[src/urim_pkg.sv]
package urim_pkg;

   typedef logic [7:0] byte_type;
   typedef logic [1:0] opcode_type;
   typedef logic [2:0] offset_type;
   typedef logic [2:0] ident_type;

   // Request kinds
   localparam opcode_type OP_READ    = 2'd0;
   localparam opcode_type OP_WRITE   = 2'd1;
   localparam opcode_type OP_RECEIVE = 2'd2;
   localparam opcode_type OP_UNUSED  = 2'd3;

   // Register offsets
   localparam offset_type OFS_DATA    = 3'd0;
   localparam offset_type OFS_IER     = 3'd1;
   localparam offset_type OFS_IIR_FCR = 3'd2;
   localparam offset_type OFS_LCR     = 3'd3;
   localparam offset_type OFS_MCR     = 3'd4;
   localparam offset_type OFS_LSR     = 3'd5;
   localparam offset_type OFS_MSR     = 3'd6;
   localparam offset_type OFS_SCRATCH = 3'd7;

   // Interrupt identification codes
   localparam ident_type IIR_NONE     = 3'd1;
   localparam ident_type IIR_TX_EMPTY = 3'd2;
   localparam ident_type IIR_RX_DATA  = 3'd4;

   // Bit positions
   localparam int LSR_DR_BIT   = 0;
   localparam int LSR_THRE_BIT = 5;
   localparam int IER_RXDA_BIT = 0;
   localparam int IER_THRE_BIT = 1;
   localparam int LCR_DLAB_BIT = 7;

   // Reset values
   localparam byte_type LSR_RESET = 8'h60;
   localparam byte_type DLL_RESET = 8'h45;
   localparam byte_type DLM_RESET = 8'h01;

   typedef struct packed {
      opcode_type opcode;
      offset_type reg_offset;
      byte_type   write_byte;
      byte_type   rx_byte;
   } req_type;

   typedef struct packed {
      byte_type  read_byte;
      logic      tx_valid;
      byte_type  tx_byte;
      logic      irq_pulse;
      ident_type irq_ident;
   } rsp_type;

endpackage

[src/urim_regfile.sv]
module urim_regfile import urim_pkg::*; (
   input  logic    clock,
   input  logic    reset,
   input  logic    step,
   input  req_type req,
   output rsp_type rsp
);

   byte_type  ier_ff, ier_in;
   byte_type  fcr_ff, fcr_in;
   byte_type  lcr_ff, lcr_in;
   byte_type  mcr_ff, mcr_in;
   byte_type  lsr_ff, lsr_in;
   byte_type  msr_ff, msr_in;
   byte_type  scr_ff, scr_in;
   byte_type  dll_ff, dll_in;
   byte_type  dlm_ff, dlm_in;
   ident_type iir_ff, iir_in;
   byte_type  rxh_ff, rxh_in;
   logic      irq_active_ff, irq_active_in;
   logic      tx_reported_ff, tx_reported_in;

   logic      dlab;
   logic      tx_rep_pre;
   logic      rx_irq;
   logic      tx_irq;
   logic      want;

   assign dlab = lcr_ff[LCR_DLAB_BIT];

   // Apply one request to the register file, then re-evaluate the interrupt
   always_comb begin
      ier_in         = ier_ff;
      fcr_in         = fcr_ff;
      lcr_in         = lcr_ff;
      mcr_in         = mcr_ff;
      lsr_in         = lsr_ff;
      msr_in         = msr_ff;
      scr_in         = scr_ff;
      dll_in         = dll_ff;
      dlm_in         = dlm_ff;
      rxh_in         = rxh_ff;
      tx_rep_pre     = tx_reported_ff;
      rsp            = '0;

      unique case (req.opcode)
         OP_READ: begin
            unique case (req.reg_offset)
               OFS_DATA: begin
                  if (dlab) begin
                     rsp.read_byte = dll_ff;
                  end else begin
                     rsp.read_byte        = rxh_ff;
                     lsr_in[LSR_DR_BIT]   = 1'b0;
                  end
               end
               OFS_IER:     rsp.read_byte = dlab ? dlm_ff : ier_ff;
               OFS_IIR_FCR: rsp.read_byte = byte_type'(iir_ff);
               OFS_LCR:     rsp.read_byte = lcr_ff;
               OFS_MCR:     rsp.read_byte = mcr_ff;
               OFS_LSR:     rsp.read_byte = lsr_ff;
               OFS_MSR:     rsp.read_byte = msr_ff;
               OFS_SCRATCH: rsp.read_byte = scr_ff;
            endcase
         end
         OP_WRITE: begin
            unique case (req.reg_offset)
               OFS_DATA: begin
                  if (dlab) begin
                     dll_in = req.write_byte;
                  end else begin
                     rsp.tx_valid = 1'b1;
                     rsp.tx_byte  = req.write_byte;
                     tx_rep_pre   = 1'b0;
                  end
               end
               OFS_IER: begin
                  if (dlab) begin
                     dlm_in = req.write_byte;
                  end else begin
                     ier_in = req.write_byte;
                  end
               end
               OFS_IIR_FCR: fcr_in = req.write_byte;
               OFS_LCR:     lcr_in = req.write_byte;
               OFS_MCR:     mcr_in = req.write_byte;
               OFS_LSR:     lsr_in = req.write_byte;
               OFS_MSR:     msr_in = req.write_byte;
               OFS_SCRATCH: scr_in = req.write_byte;
            endcase
         end
         OP_RECEIVE: begin
            // Overrun silently replaces the held character
            rxh_in             = req.rx_byte;
            lsr_in[LSR_DR_BIT] = 1'b1;
         end
         OP_UNUSED: begin
         end
      endcase

      // Interrupt sources on the updated registers
      rx_irq = lsr_in[LSR_DR_BIT] & ier_in[IER_RXDA_BIT];
      tx_irq = lsr_in[LSR_THRE_BIT] & ier_in[IER_THRE_BIT] & ~tx_rep_pre;
      want   = rx_irq | tx_irq;

      priority if (rx_irq) begin
         iir_in = IIR_RX_DATA;
      end else if (tx_irq) begin
         iir_in = IIR_TX_EMPTY;
      end else begin
         iir_in = IIR_NONE;
      end

      // Mark tx-empty reported only when it joins a rising request
      irq_active_in  = want;
      tx_reported_in = tx_rep_pre | (~irq_active_ff & want & tx_irq);
      rsp.irq_pulse  = ~irq_active_ff & want;
      rsp.irq_ident  = iir_in;

      // The unused opcode leaves everything as it is
      if (req.opcode == OP_UNUSED) begin
         iir_in         = iir_ff;
         irq_active_in  = irq_active_ff;
         tx_reported_in = tx_reported_ff;
         rsp.irq_pulse  = 1'b0;
         rsp.irq_ident  = iir_ff;
      end
   end

   // Commit the new register state when a request passes through
   always_ff @(posedge clock) begin
      if (reset) begin
         ier_ff         <= '0;
         fcr_ff         <= '0;
         lcr_ff         <= '0;
         mcr_ff         <= '0;
         lsr_ff         <= LSR_RESET;
         msr_ff         <= '0;
         scr_ff         <= '0;
         dll_ff         <= DLL_RESET;
         dlm_ff         <= DLM_RESET;
         iir_ff         <= IIR_NONE;
         rxh_ff         <= '0;
         irq_active_ff  <= 1'b0;
         tx_reported_ff <= 1'b0;
      end else if (step) begin
         ier_ff         <= ier_in;
         fcr_ff         <= fcr_in;
         lcr_ff         <= lcr_in;
         mcr_ff         <= mcr_in;
         lsr_ff         <= lsr_in;
         msr_ff         <= msr_in;
         scr_ff         <= scr_in;
         dll_ff         <= dll_in;
         dlm_ff         <= dlm_in;
         iir_ff         <= iir_in;
         rxh_ff         <= rxh_in;
         irq_active_ff  <= irq_active_in;
         tx_reported_ff <= tx_reported_in;
      end
   end

endmodule

[config.mk]
export PLATFORM = sky130hd
export DESIGN_NAME = urim_regfile
export DESIGN_NICKNAME = d
export VERILOG_FILES = /design/src/urim_pkg.sv /design/src/urim_regfile.sv
export SDC_FILE = /design/constraint.sdc
export NUM_CORES = 1
export LEC_CHECK = 0
export ABC_CLOCK_PERIOD_IN_PS = 2250
export BUFFER_PORTS_ARGS = -buffer_cell sky130_fd_sc_hd__buf_2
export CORE_UTILIZATION = 41
export DETAILED_ROUTE_END_ITERATION = 8
export PLACE_DENSITY_LB_ADDON = 0.1
export SYNTH_ARGS = -nofsm -noshare
export SYNTH_HDL_FRONTEND = slang
export SYNTH_SLANG_ARGS = --single-unit
export TNS_END_PERCENT = 100
[constraint.sdc]
create_clock -name clock -period 2.25 [get_ports clock]
set_input_delay 0.45 -clock clock [delete_from_list [all_inputs] [get_ports clock]]
set_output_delay 0.45 -clock clock [all_outputs]
set_load 0.05 [all_outputs]
### Word-level counts from Yosys, hierarchy flattened

Index checks and enable logic that the tools add are counted.

| storage, ports and cells | value |
|---|---|
| input bits | 24 |
| output and inout bits | 21 |
| register bits after elaboration | 77 |
| logic and storage cells | 68 |

| cells by class | value |
|---|---|
| equal/unequal tests | 10 |
| reduce and logical (&&, ||, !) cells | 12 |
| mux-type cells | 21 |
| bitwise gates (word level) | 11 |

Operators with widths:

| operator | count |
|---|---|
| case mux 8 bit (8 select lines) | 1 |
| two-way mux 9 bit | 3 |
| two-way mux 8 bit | 3 |
| AND reduction 3 bit | 5 |
| equality test 3 bit, second input constant | 4 |
| AND reduction 4 bit | 3 |
| two-way mux 2 bit | 4 |
| equality test 3 x 2 -> 1 bit, second input constant | 2 |
| two-way mux 6 bit | 1 |
| bitwise AND 1 bit | 5 |
| two-way mux 1 bit | 5 |
| two-way mux 5 bit | 1 |
| equality test 2 bit, second input constant | 2 |
| two-way mux 4 bit | 1 |
| NOT 1 bit | 4 |
| AND reduction 2 bit | 2 |
| equality test 3 x 1 -> 1 bit, second input constant | 1 |
| zero test 3 bit | 1 |
| two-way mux 3 bit | 1 |
| case mux 1 bit (3 select lines) | 1 |
| equality test 2 x 1 -> 1 bit, second input constant | 1 |
| zero test 2 bit | 1 |
| OR 1 bit | 2 |

### Depth between registers and ports, before layout

| depth | value |
|---|---|
| depth in word-level cells | 9 |
| depth in mapped cells | 7 |
| gate-level depth less buffers | 5 |

### Worst setup path after synthesis

No wires, ideal clock.

| path | value |
|---|---|
| kind | in2out |
| from | input port req[17] in the netlist's numbering |
| to | output port rsp[13] in the netlist's numbering |
| slack | -1.826 ns |
| stages on the path | 6 |
| buffers on the path | 2 |
| required time | 1.800 ns |
| arrival | 3.626 ns |
| path through | buf_2 buf_2 nor3_1 a211oi_1 a21oi_1 a2111oi_0 |

RTL lines:

| item | line | RTL |
|---|---|---|
| start: declaration | urim_regfile.sv:5 | `input req_type req,` |
| end: declaration | urim_regfile.sv:6 | `output rsp_type rsp` |

==> impl_results.html <==
<table>
<tr><th>Metric</th><th>Value</th></tr>
<tr><th colspan="2">CTS</th></tr>
<tr><td>TritonCTS clock tree</td><td>done</td></tr>
<tr><td>Clock root buffer</td><td>clkbuf_8</td></tr>
<tr><td>Cts bufs inserted</td><td>9</td></tr>
<tr><td>Buffer levels on the longest clock path</td><td>2</td></tr>
<tr><td>Worst-path clk slew</td><td>~90 ps</td></tr>
<tr><td>Number of clock sinks seen by CTS</td><td>77</td></tr>
<tr><td>Maximum level of the CTS H-tree</td><td>3</td></tr>
<tr><td>Insertion delay of the later-clocked pin in the worst-skew pair</td><td>roughly 360 ps</td></tr>
<tr><td>CTS Hold Bufs</td><td>0</td></tr>
<tr><th colspan="2">Timing</th></tr>
<tr><td>Highest attainable clock frequency</td><td>between 300 and 400 MHz</td></tr>
<tr><td>Normalized max-slew margin</td><td>between 60% and 70%</td></tr>
<tr><td>Crit path setup slack, layout</td><td>-300.3 ps</td></tr>
<tr><td>Tcrit/Tclk final</td><td>113.3%</td></tr>
<tr><td>Final worst clock skew</td><td>roughly 11 ps</td></tr>
<tr><td>Slew at the pin closest to its max-slew limit</td><td>between 500 and 600 ps</td></tr>
<tr><td>Number of hold violations in the final report</td><td>0</td></tr>
<tr><td>Final setup violation count</td><td>11</td></tr>
<tr><td>Shortest period the worst path allows</td><td>roughly 2600 ps</td></tr>
<tr><td>Unrepaired setup endpoints after global routing</td><td>yes</td></tr>
<tr><td>Fin Setup TNS</td><td>-1848 ps</td></tr>
<tr><td>Number of pins exceeding their max-slew limit in the final report</td><td>0</td></tr>
<tr><th colspan="2">Routing</th></tr>
<tr><td>Vias post-DR</td><td>approximately 3200</td></tr>
<tr><td>Final wirelength</td><td>around 11000 um</td></tr>
<tr><td>DRC violations left</td><td>0</td></tr>
<tr><td>Post-DRT Antenna Nets</td><td>0</td></tr>
<tr><td>1st-iter DRT viols</td><td>approximately 110</td></tr>
<tr><td>First-pass DRT Iterations</td><td>4</td></tr>
<tr><td>WL/cell</td><td>about 18 um</td></tr>
<tr><td>Post-detailed-route via-to-cell ratio</td><td>5.328</td></tr>
<tr><th colspan="2">Global routing</th></tr>
<tr><td>Wire length of the first global-routing pass</td><td>between 15000 and 20000 um</td></tr>
<tr><td>Global router's overall resource usage</td><td>22.86%</td></tr>
<tr><td>Via count of the first global-routing pass</td><td>slightly above 3000</td></tr>
<tr><td>Largest net degree at the start of global routing</td><td>67</td></tr>
<tr><td>Number of antenna violations at the first check in global routing</td><td>0</td></tr>
<tr><td>Global-route congestion overflow total</td><td>0</td></tr>
<tr><th colspan="2">Critical path</th></tr>
<tr><td>Worst Reg-to-Reg Cells</td><td>6</td></tr>
<tr><td>Type of destination of the critical path</td><td>output pin</td></tr>
<tr><td>Peak per-stage delay on the critical path</td><td>roughly 460 ps</td></tr>
<tr><td>Crit path launch type</td><td>register</td></tr>
<tr><td>Reg2Reg Setup Slack</td><td>360 ps</td></tr>
<tr><td>Data arrival time of the critical path</td><td>roughly 2100 ps</td></tr>
<tr><td>Critical path peak fanout</td><td>7</td></tr>
<tr><td>Worst reg2reg path endpoint</td><td>iir_ff[1]$_SDFFE_PP0P_</td></tr>
<tr><td>Class of the most critical setup path</td><td>register to output pin</td></tr>
<tr><td>Worst r2r src</td><td>lcr_ff[7]$_SDFFE_PP0P_</td></tr>
<tr><td>Worst-path cell chain</td><td>mux2_2, mux4_2, a21oi_2, buf_4, a2111oi_4, buf_6</td></tr>
<tr><td>Required time reported for the critical path endpoint</td><td>~1800 ps</td></tr>
<tr><td>CP max stage cell</td><td>mux4_2</td></tr>
<tr><th colspan="2">Floorplanning</th></tr>
<tr><td>Effective utilization at floorplan</td><td>42.33%</td></tr>
<tr><td>Total core area</td><td>a little over 0.009 mm2</td></tr>
<tr><td>DIE AREA</td><td>approximately 0.0099 mm2</td></tr>
<tr><td>Die X</td><td>between 90 and 100 um</td></tr>
<tr><td>Number of placed I/O pins</td><td>45</td></tr>
<tr><td>Row count</td><td>35</td></tr>
<tr><td>Die H</td><td>just under 100 um</td></tr>
<tr><th colspan="2">Logic synthesis</th></tr>
<tr><td>Gate count of the mapped netlist</td><td>414</td></tr>
<tr><td>Number of enable flip-flop cells after synthesis</td><td>0</td></tr>
<tr><td>Average cell area after synthesis</td><td>between 9 and 10 um2</td></tr>
<tr><td>Share of flip-flops with an asynchronous set or reset</td><td>0%</td></tr>
<tr><td>Number of library cell types mapped by synthesis</td><td>53</td></tr>
<tr><td>Ys Warns</td><td>0</td></tr>
<tr><td>Main synth FF type</td><td>dfxtp_1</td></tr>
<tr><td>Cell area after technology mapping</td><td>0.003892 mm2</td></tr>
<tr><td>Post-synthesis net count</td><td>around 440</td></tr>
<tr><td>Post-synthesis register bit count</td><td>a little under 80</td></tr>
<tr><td>Sequential fraction of the synthesis area</td><td>39.60%</td></tr>
<tr><th colspan="2">Placed design</th></tr>
<tr><td>Routability cong.</td><td>about 0.84</td></tr>
<tr><td>Port Buffers</td><td>44</td></tr>
<tr><td>Half-perimeter wire length of the detailed placement result</td><td>7676 um</td></tr>
<tr><th colspan="2">Cells and area</th></tr>
<tr><td>Layout Area Growth over Synthesis</td><td>32.02%</td></tr>
<tr><td>Fraction of layout instances using a drive strength above 1</td><td>roughly 37%</td></tr>
<tr><td>Final nets</td><td>slightly above 500</td></tr>
<tr><td>Number of inserted filler cells in the final layout</td><td>between 800 and 900</td></tr>
<tr><td>Antenna fix cells</td><td>0</td></tr>
<tr><td>Leading cell types in the layout, fill and taps excluded</td><td>mux2i_1, nor2_1, dfxtp_1, buf_4, buf_2</td></tr>
<tr><td>Final Util</td><td>a little under three fifths</td></tr>
<tr><td>Most frequent standard cell in the layout excluding fill and tap cells</td><td>mux2i_1</td></tr>
<tr><th colspan="2">Hold path</th></tr>
<tr><td>Hold path startpoint</td><td>req[5]</td></tr>
<tr><td>Min-Delay Endpoint</td><td>rxh_ff[5]$_SDFFE_PP0P_</td></tr>
<tr><td>Worst hold stages</td><td>3</td></tr>
<tr><td>Worst min path class</td><td>primary input to register</td></tr>
<tr><th colspan="2">Power and ir drop</th></tr>
<tr><td>Areal power density over the cells</td><td>576.4 mW/mm2</td></tr>
<tr><td>Sw Pwr</td><td>between 700 and 800 uW</td></tr>
<tr><td>Sequential fraction of design power</td><td>between 40 and 50%</td></tr>
<tr><td>Internal power summed over all cells</td><td>between 2000 and 2500 uW</td></tr>
<tr><td>Clk pwr share</td><td>between 40% and 50%</td></tr>
<tr><td>Share of total power consumed by net switching</td><td>a little over a quarter</td></tr>
<tr><td>VDD IR-drop max</td><td>between 200 and 300 uV</td></tr>
<tr><td>Cell leakage power</td><td>0.002056 uW</td></tr>
<tr><td>Part of the total power dissipated in combinational logic</td><td>a little over an eighth</td></tr>
<tr><th colspan="2">Run status</th></tr>
<tr><td>Violated checks</td><td>negative setup slack</td></tr>
<tr><td>Outcome</td><td>complete, but fails checks</td></tr>
<tr><th colspan="2">Run</th></tr>
<tr><td># Max-Cap Violations</td><td>0</td></tr>
</table>
[power by group through the flow]
stage	combinational [uW]	clock (uW)	sequential, uW
after CTS	374	1210	1390
after global placement	353	0	1420
after detailed placement	355	0	1420
after global routing	416	1270	1390
final	389	1190	1390
after floorplan	225	0	1420
[registers in the layout, indices dropped and copies added, names as in the netlist, 8 cells and up]
register / flops
mcr_ff: 8
scr_ff: 8
lcr_ff: 8
rxh_ff: 8
lsr_ff: 8
ier_ff: 8
dll_ff: 8
msr_ff: 8
dlm_ff: 8
[synth_stat cells (all sizes together), types with 2 or more instances]
cell     instances  area (um2)
buf             19       110.1
mux2i           79       790.8
o211ai           3       27.52
a211o            6       52.55
a211oi           4       30.03
a31oi            4       25.02
and2             9       56.30
a21oi           18       90.09
dfxtp           77        1541
nand3            7       40.04
mux2            12       135.1
or3              4       25.02
nand2           16       62.56
and3             2       12.51
nand3b           3       35.03
a311oi           2       17.52
inv              3       11.26
nand2b           2       12.51
a2111oi          2       23.77
a221oi           3       43.80
a22o             2       17.52
nor2            79       301.5
mux4             2       45.04
o21ai            6       30.03
nor2b            8       50.05
nor3            11       81.33
clkbuf          17       63.81
[kinds of logic after synthesis]
kind of cell	share of synthesized area [%]
compound gates	10.99
buf+inv	4.757
flops	39.60
mux	24.94
simple gates	19.70
[worst max-delay path, delay by kind of cell, from the launching register on]
kind	cells	cell delay [ps]
flops	1	400
compound gates	2	220
buf+inv	2	310
mux	2	790
[how the worst max path moves through the flow]
| stage | start | end | cells after the start |
|---|---|---|---|
| 3_5_place_dp | req[16] | rsp[1] | 7 |
| 4_1_cts | lcr_ff[7]$_SDFFE_PP0P_ | rsp[1] | 6 |
| 3_3_place_gp | req[16] | rsp[1] | 8 |
| 6_report | lcr_ff[7]$_SDFFE_PP0P_ | rsp[13] | 6 |
| 5_1_grt | lcr_ff[7]$_SDFFE_PP0P_ | rsp[1] | 6 |
| 2_1_floorplan | req[17] | rsp[3] | 6 |
[layout make-up]
cell class / instances / area, um2 / area share (%)
clock buffers: 10 / 127.6 / 2.484
clock inverters: 6 / 93.84 / 1.826
inverters: 3 / 15.01 / 0.2922
multi-input cells: 298 / 2394 / 46.58
flip-flops and latches: 77 / 1545 / 30.07
well taps: 111 / 138.9 / 2.703
repair buffers: 102 / 824.5 / 16.05
[what timing repair did]
| action | in CTS | in global routing |
|---|---|---|
| setup endpoints to repair | 20 | 20 |
| endpoints found under the hold margin | 0 | 0 |
| buffers inserted | 1 | 1 |
| gates resized for setup | 34 | 34 |
| pin swaps | 9 | 10 |
[through the flow]
stage / std cells / total power, uW / cell area [um2] / worst slack (ps) / hold slack [ps]
finish: 607 / 2962 / 5139 / -300.3 / 316.1
global route: 607 / 3077 / 5139 / -381.6 / 315.0
CTS: 606 / 2974 / 5009 / -304.3 / 309.1
detailed placement: 589 / 1775 / 4674 / -288.6 / 478.1
global placement: 589 / 1772 / 4674 / -267.4 / 467.1
floorplan: 414 / 1642 / 4038 / -83.65 / 446.6
[per-layer routing]
layer | global-route usage (%) | up-vias | part of all wire [%]
li1 | - | 1608 | -
met1 | 33.27 | 1550 | 52
met2 | 32.75 | 62 | 43
met3 | 4.638 | 14 | 3.8
met4 | 9.502 | 0 | 1.8
met5 | 0 | - | 0
Note: power is estimated with default switching activity, not from simulation.
